$ cat src/hw/rtl/asset_path_stepper_macros.svh
// Assertion macros shared by the asset path stepper modules.
`ifndef ASSET_PATH_STEPPER_MACROS_SVH
`define ASSET_PATH_STEPPER_MACROS_SVH
// Implication checked on every clock edge outside reset.
`define APS_ASSERT_IMP(label, clk, rst_n, ante, cons) \
	label: assert property (@(posedge clk) disable iff (!rst_n) (ante) |-> (cons)) \
		else $error("assertion failed");
// Next-cycle implication checked outside reset.
`define APS_ASSERT_NEXT(label, clk, rst_n, ante, cons) \
	label: assert property (@(posedge clk) disable iff (!rst_n) (ante) |=> (cons)) \
		else $error("assertion failed");
`endif

$ cat src/hw/rtl/aps_pkg.sv
// Package with types, constants and arithmetic helpers of the asset path stepper.
`default_nettype none
package aps_pkg;
	localparam int NUM_DIMS_DEF = 3;
	localparam logic signed [31:0] MIX_A = 32'sd19661;
	localparam logic signed [31:0] MIX_B = 32'sd62517;
	localparam logic signed [31:0] MIX_C = 32'sd14427;
	localparam logic signed [31:0] MIX_D = 32'sd60830;
	localparam logic signed [31:0] LN2_Q = 32'sd45426;
	localparam logic [2:0] CFG_MODEL = 3'd0;
	localparam logic [2:0] CFG_DRIFT = 3'd1;
	localparam logic [2:0] CFG_STEP_TIME = 3'd2;
	localparam logic [2:0] CFG_VOL_0 = 3'd3;
	localparam logic [2:0] CFG_VOL_1 = 3'd4;
	localparam logic [2:0] CFG_VOL_2 = 3'd5;
	localparam logic [2:0] CFG_REV_RATE = 3'd6;
	localparam logic [2:0] CFG_LEVEL = 3'd7;

	typedef enum logic [1:0] {
		MODEL_LOGN = 2'd0,
		MODEL_EULER = 2'd1,
		MODEL_SQRT = 2'd2,
		MODEL_CORR = 2'd3
	} model_t;

	typedef enum logic [3:0] {
		ST_IDLE, ST_MUL, ST_EXP_DIV, ST_EXP_TERM, ST_SQRT, ST_NEXT, ST_DONE
	} state_t;

	typedef struct packed {
		logic action;
		logic signed [31:0] w0;
		logic signed [31:0] z1;
		logic signed [31:0] z2;
		logic signed [31:0] w1;
		logic signed [31:0] w2;
	} job_t;

	typedef struct packed {
		logic signed [31:0] p0;
		logic signed [31:0] p1;
		logic signed [31:0] p2;
	} res_t;

	function automatic logic signed [31:0] sat32(input logic signed [65:0] v);
		if (v > 66'sd2147483647) return 32'sh7FFFFFFF;
		if (v < -66'sd2147483648) return 32'sh80000000;
		return v[31:0];
	endfunction

	// Arithmetic shift of the full product floors toward minus infinity.
	function automatic logic signed [31:0] qmul(input logic signed [31:0] a,
		input logic signed [31:0] b);
		logic signed [63:0] p;
		p = a * b;
		return sat32(66'(p >>> 16));
	endfunction

	function automatic logic signed [31:0] qadd(input logic signed [31:0] a,
		input logic signed [31:0] b);
		return sat32(66'(a) + 66'(b));
	endfunction

	function automatic logic signed [31:0] qsub(input logic signed [31:0] a,
		input logic signed [31:0] b);
		return sat32(66'(a) - 66'(b));
	endfunction
endpackage
`default_nettype wire

$ cat src/hw/rtl/aps_front.sv
// Front end: accepts items, forms the mixed increments and queues the job.
`default_nettype none
`include "asset_path_stepper_macros.svh"
module aps_front import aps_pkg::*; (
	input wire logic clk,
	input wire logic arst_n,
	input wire logic in_valid,
	output logic in_ready,
	input wire logic in_action,
	input wire logic signed [31:0] in_a,
	input wire logic signed [31:0] in_b,
	input wire logic signed [31:0] in_c,
	output logic job_valid,
	input wire logic job_ready,
	output job_t job
);
	job_t q_mem_q [2];
	logic wr_q, rd_q;
	logic [1:0] cnt_q;
	job_t nj;
	logic push, pop;

	// Mixing products are combinational; the summed increments are registered in the queue entry: one product layer.
	always_comb begin
		nj.action = in_action;
		nj.w0 = in_a;
		nj.w1 = in_b;
		nj.w2 = in_c;
		nj.z1 = qadd(qmul(MIX_A, in_a), qmul(MIX_B, in_b));
		nj.z2 = qadd(qadd(qmul(MIX_A, in_a), qmul(MIX_C, in_b)), qmul(MIX_D, in_c));
	end

	assign in_ready = (cnt_q != 2'd2);
	assign job_valid = (cnt_q != 2'd0);
	assign job = q_mem_q[rd_q];
	assign push = in_valid && in_ready;
	assign pop = job_valid && job_ready;

	always_ff @(posedge clk) begin
		if (push) q_mem_q[wr_q] <= nj;
	end

	always_ff @(posedge clk or negedge arst_n) begin
		if (!arst_n) begin
			wr_q <= 1'b0;
			rd_q <= 1'b0;
			cnt_q <= 2'd0;
		end else begin
			if (push) wr_q <= ~wr_q;
			if (pop) rd_q <= ~rd_q;
			cnt_q <= cnt_q + {1'b0, push} - {1'b0, pop};
		end
	end

	`APS_ASSERT_IMP(a_cnt_max, clk, arst_n, 1'b1, cnt_q <= 2'd2)
	`APS_ASSERT_NEXT(a_fill, clk, arst_n, push && !pop, cnt_q != 2'd0)
	`APS_ASSERT_NEXT(a_drain, clk, arst_n, pop && !push && cnt_q == 2'd1, !job_valid)
endmodule
`default_nettype wire

$ cat config.mk
export PLATFORM = sky130hd
export DESIGN_NAME = aps_front
export DESIGN_NICKNAME = d
export VERILOG_FILES = /design/src/hw/rtl/aps_pkg.sv /design/src/hw/rtl/aps_front.sv
export VERILOG_INCLUDE_DIRS = /design/src /design/src/hw/rtl
export SDC_FILE = /design/constraint.sdc
export NUM_CORES = 2
export LEC_CHECK = 0
export ABC_AREA = 1
export ABC_CLOCK_PERIOD_IN_PS = 9700
export BUFFER_PORTS_ARGS = -buffer_cell sky130_fd_sc_hd__buf_2
export CELL_PAD_IN_SITES_DETAIL_PLACEMENT = 1
export CELL_PAD_IN_SITES_GLOBAL_PLACEMENT = 1
export CORE_MARGIN = 3
export CORE_UTILIZATION = 49
export CTS_CLUSTER_SIZE = 24
export DETAILED_ROUTE_END_ITERATION = 7
export GPL_TIMING_DRIVEN = 0
export PLACE_DENSITY_LB_ADDON = 0.15
export SETUP_SLACK_MARGIN = 0.3
export SYNTH_ARGS = -nofsm -noshare
export SYNTH_HDL_FRONTEND = slang
export SYNTH_SLANG_ARGS = --single-unit
$ cat constraint.sdc
create_clock -name clk -period 9.7 [get_ports clk]
set_input_delay 1.455 -clock clk [delete_from_list [all_inputs] [get_ports clk]]
set_output_delay 1.455 -clock clk [all_outputs]
set_load 0.1 [all_outputs]
==> impl_metrics.ini <==
[sta]
fmax_ghz = 0.107
slew_violations = 0
setup_viol = 0
skew_ns = 0.0323
period_needed_ns = 9.38
rsz0062_at_grt = yes
worstMarginPinSlew_ns = 1.44
fin_crit_sh = 0.967
worst_slack_ns = 0.321
slew-limit-headroom = 0.0375
finalHoldViolations = 0

[setup_path]
cpMostUsedCell = nand2_1
critPathRequiredTime_ns = 10.04
setup.worst_path.start = in_b[11]
arrival_ns = 9.72
path_buf_inv = 8
cp_max_fo = 14
critPathCaptureType = flip-flop
worstSetupPathType = in2reg
timing.rr.start = cnt_q[0]
crit_slowest_cell = fa_1
cpPeakStageDelay_ns = 0.58
critPathLaunchType = input pin
crit_family = adder cells

[global_route]
grt_overflow = 0
grtUsageMet2 = 0.603
grt_pass1_wl_um = 343000
grt.met1_usage = 0.440
antenna_found_initial = 6
groute.layer.met3.usage = 0.0451
grt-busiest-layer = met2
grt_max_degree = 44
grt_pass1_vias = 59400
grt_util_all_layers = 0.343

[logic_synthesis]
synth_common_cells = 2,135 x nand2_1, 1,870 x inv_1, 868 x ha_1
syn_avg_cell_area_um2 = 7.94
synth_top_area_share = 0.268
postSynth.asyncResetShare = 0.0123
yosysWarnings = 0
ys_types = 47
yosys_register_bits = 326
yosysSeqAreaShare = 0.157
syn_inst = 7812
synthesis.area_um2 = 62000
synth_area_leaders = fa_1 27%, ha_1 18%, edfxtp_1 16%, nand2_1 13%, inv_1 11%
synth-main-ff-cell = edfxtp_1
syn_nets = 9611
synth.most_common_cell = nand2_1
yosysTopAreaCell = fa_1
synth_edf_count = 322

[clocking]
ctsRootBufferMaster = clkbuf_16
tritoncts = done
clk_latency_ns = 0.63
worst_setup_hold_path_clk_slew_ns = 0.06
htreeDepth = 2
cts_sinks = 326
cts_buffer_depth = 3
cts_inserted_buffers = 39
cts_hold_buf = 0

[die]
fp.dieW_um = 362
start_util = 0.497
coreArea_um2 = 125000
dieArea_um2 = 131000
row_count = 129
pin_count = 264
die_y_um = 362

[detailed_routing]
viasPerCell = 5.41
drcViolationCount = 0
dr.pass1.iters = 6
route.vias.total = 53900
drt_iter0_markers = 3522
wl_um = 231000
postRouteAntennaNets = 0
routedWlPerCell_um = 23.2

[status]
status = completed

[hold_path]
min_from = cnt_q[0]
hp-class = reg2reg

[place]
portBuffers = 263
hpwl_um = 185000
dp_slack_ns = -2.07
gp_congestion = 1.00

[run]
cap_violations = 0

[cells_and_area]
area.growth.synth_to_final_pct = 17.5
drive_gt1_frac = 0.158
nets = 10100
cells by family (layout without fill, tap and decap cells):
logic type | after synthesis | in the layout | synth area share
adders and majority gates | 1698 | 1698 | 0.443
AOI/OAI and AO/OA | 573 | 573 | 0.0509
other | 0 | 5 | 0
xor gates and xnor gates | 199 | 199 | 0.0281
DFF | 326 | 326 | 0.157
buffers and inverters | 1971 | 2472 | 0.122
and+or+nand+nor | 3045 | 3045 | 0.199
final timing paths:
| path | end | slack [ns] | cells past startpoint |
|---|---|---|---|
| max | q_mem_q[1][74] | 0.32 | 48 |
| min | cnt_q[0] | 0.52 | 1 |
| max reg2reg | q_mem_q[0][144] | 6.77 | 8 |
| min reg2reg | cnt_q[0] | 0.52 | 1 |
| max in group asynchronous | cnt_q[0] | 8.93 | 1 |
| min in group asynchronous | rd_q | 0.65 | 1 |
registers in the layout, indices dropped and copies added, names as in the netlist:
| name | cells |
|---|---|
| q_mem_q | 322 |
| cnt_q | 2 |
| rd_q | 1 |
| wr_q | 1 |
routing by layer:
metal  share of wire  up-vias
met1            0.41    27200
met2            0.50     1550
met3           0.058      459
met4           0.038        2
met5        0.000035        -
li1                -    24600
stage by stage:
stage	instances	hold slack [ns]	area, um2	utilization	TNS, ns
floorplan	7812	0.478	62000	-	0
global placement	9712	0.489	65400	0.524	-1467.76
detailed placement	9722	0.517	65600	0.526	-142.35
CTS	9847	0.529	70100	0.562	0
global route	9950	0.537	72900	0.584	0
finish	9955	0.522	72900	0.584	0
layout make-up:
type	instances	area, um2
tap	1637	2050
multi-input combinational	5515	49000
timing repair inverter	1	5.00
clock buffer	46	1000
timing repair buffer	432	3120
fill	15000	51900
antenna	5	12.5
sequential	326	9770
clock inverter	22	289
buffer	69	475
inverter	1902	7150
cell usage in the layout (no fill, tap or decap), types with 16 or more instances in the layout:
master,instances
ha_1,699
or2_2,24
fa_1,823
nand2_2,178
inv_1,1846
xnor2_1,52
a21o_1,25
edfxtp_1,322
clkbuf_1,39
buf_2,227
a21oi_1,253
nor2_4,43
ha_2,28
o21ai_1,34
nor2_2,77
xor2_1,88
buf_12,27
o21ai_0,79
inv_2,51
nand2_4,27
nor3_1,29
nand3_1,167
a21oi_2,61
xor2_4,36
nand4_1,35
buf_4,169
nand2_1,2008
o21bai_1,46
buf_8,16
nor2_1,385
ha_4,141
nand3_2,19
buf_6,20
clkbuf_16,39
repair_timing:
action	CTS	global route
setup buffers	56	102
endpoints found under the setup margin	64	117
resized for setup	521	500
pin swaps	89	201
cloned	1	1
Power is left out: the tool's default activity adds up to more than one toggle a clock period on the data nets, which glitch-free logic cannot reach.
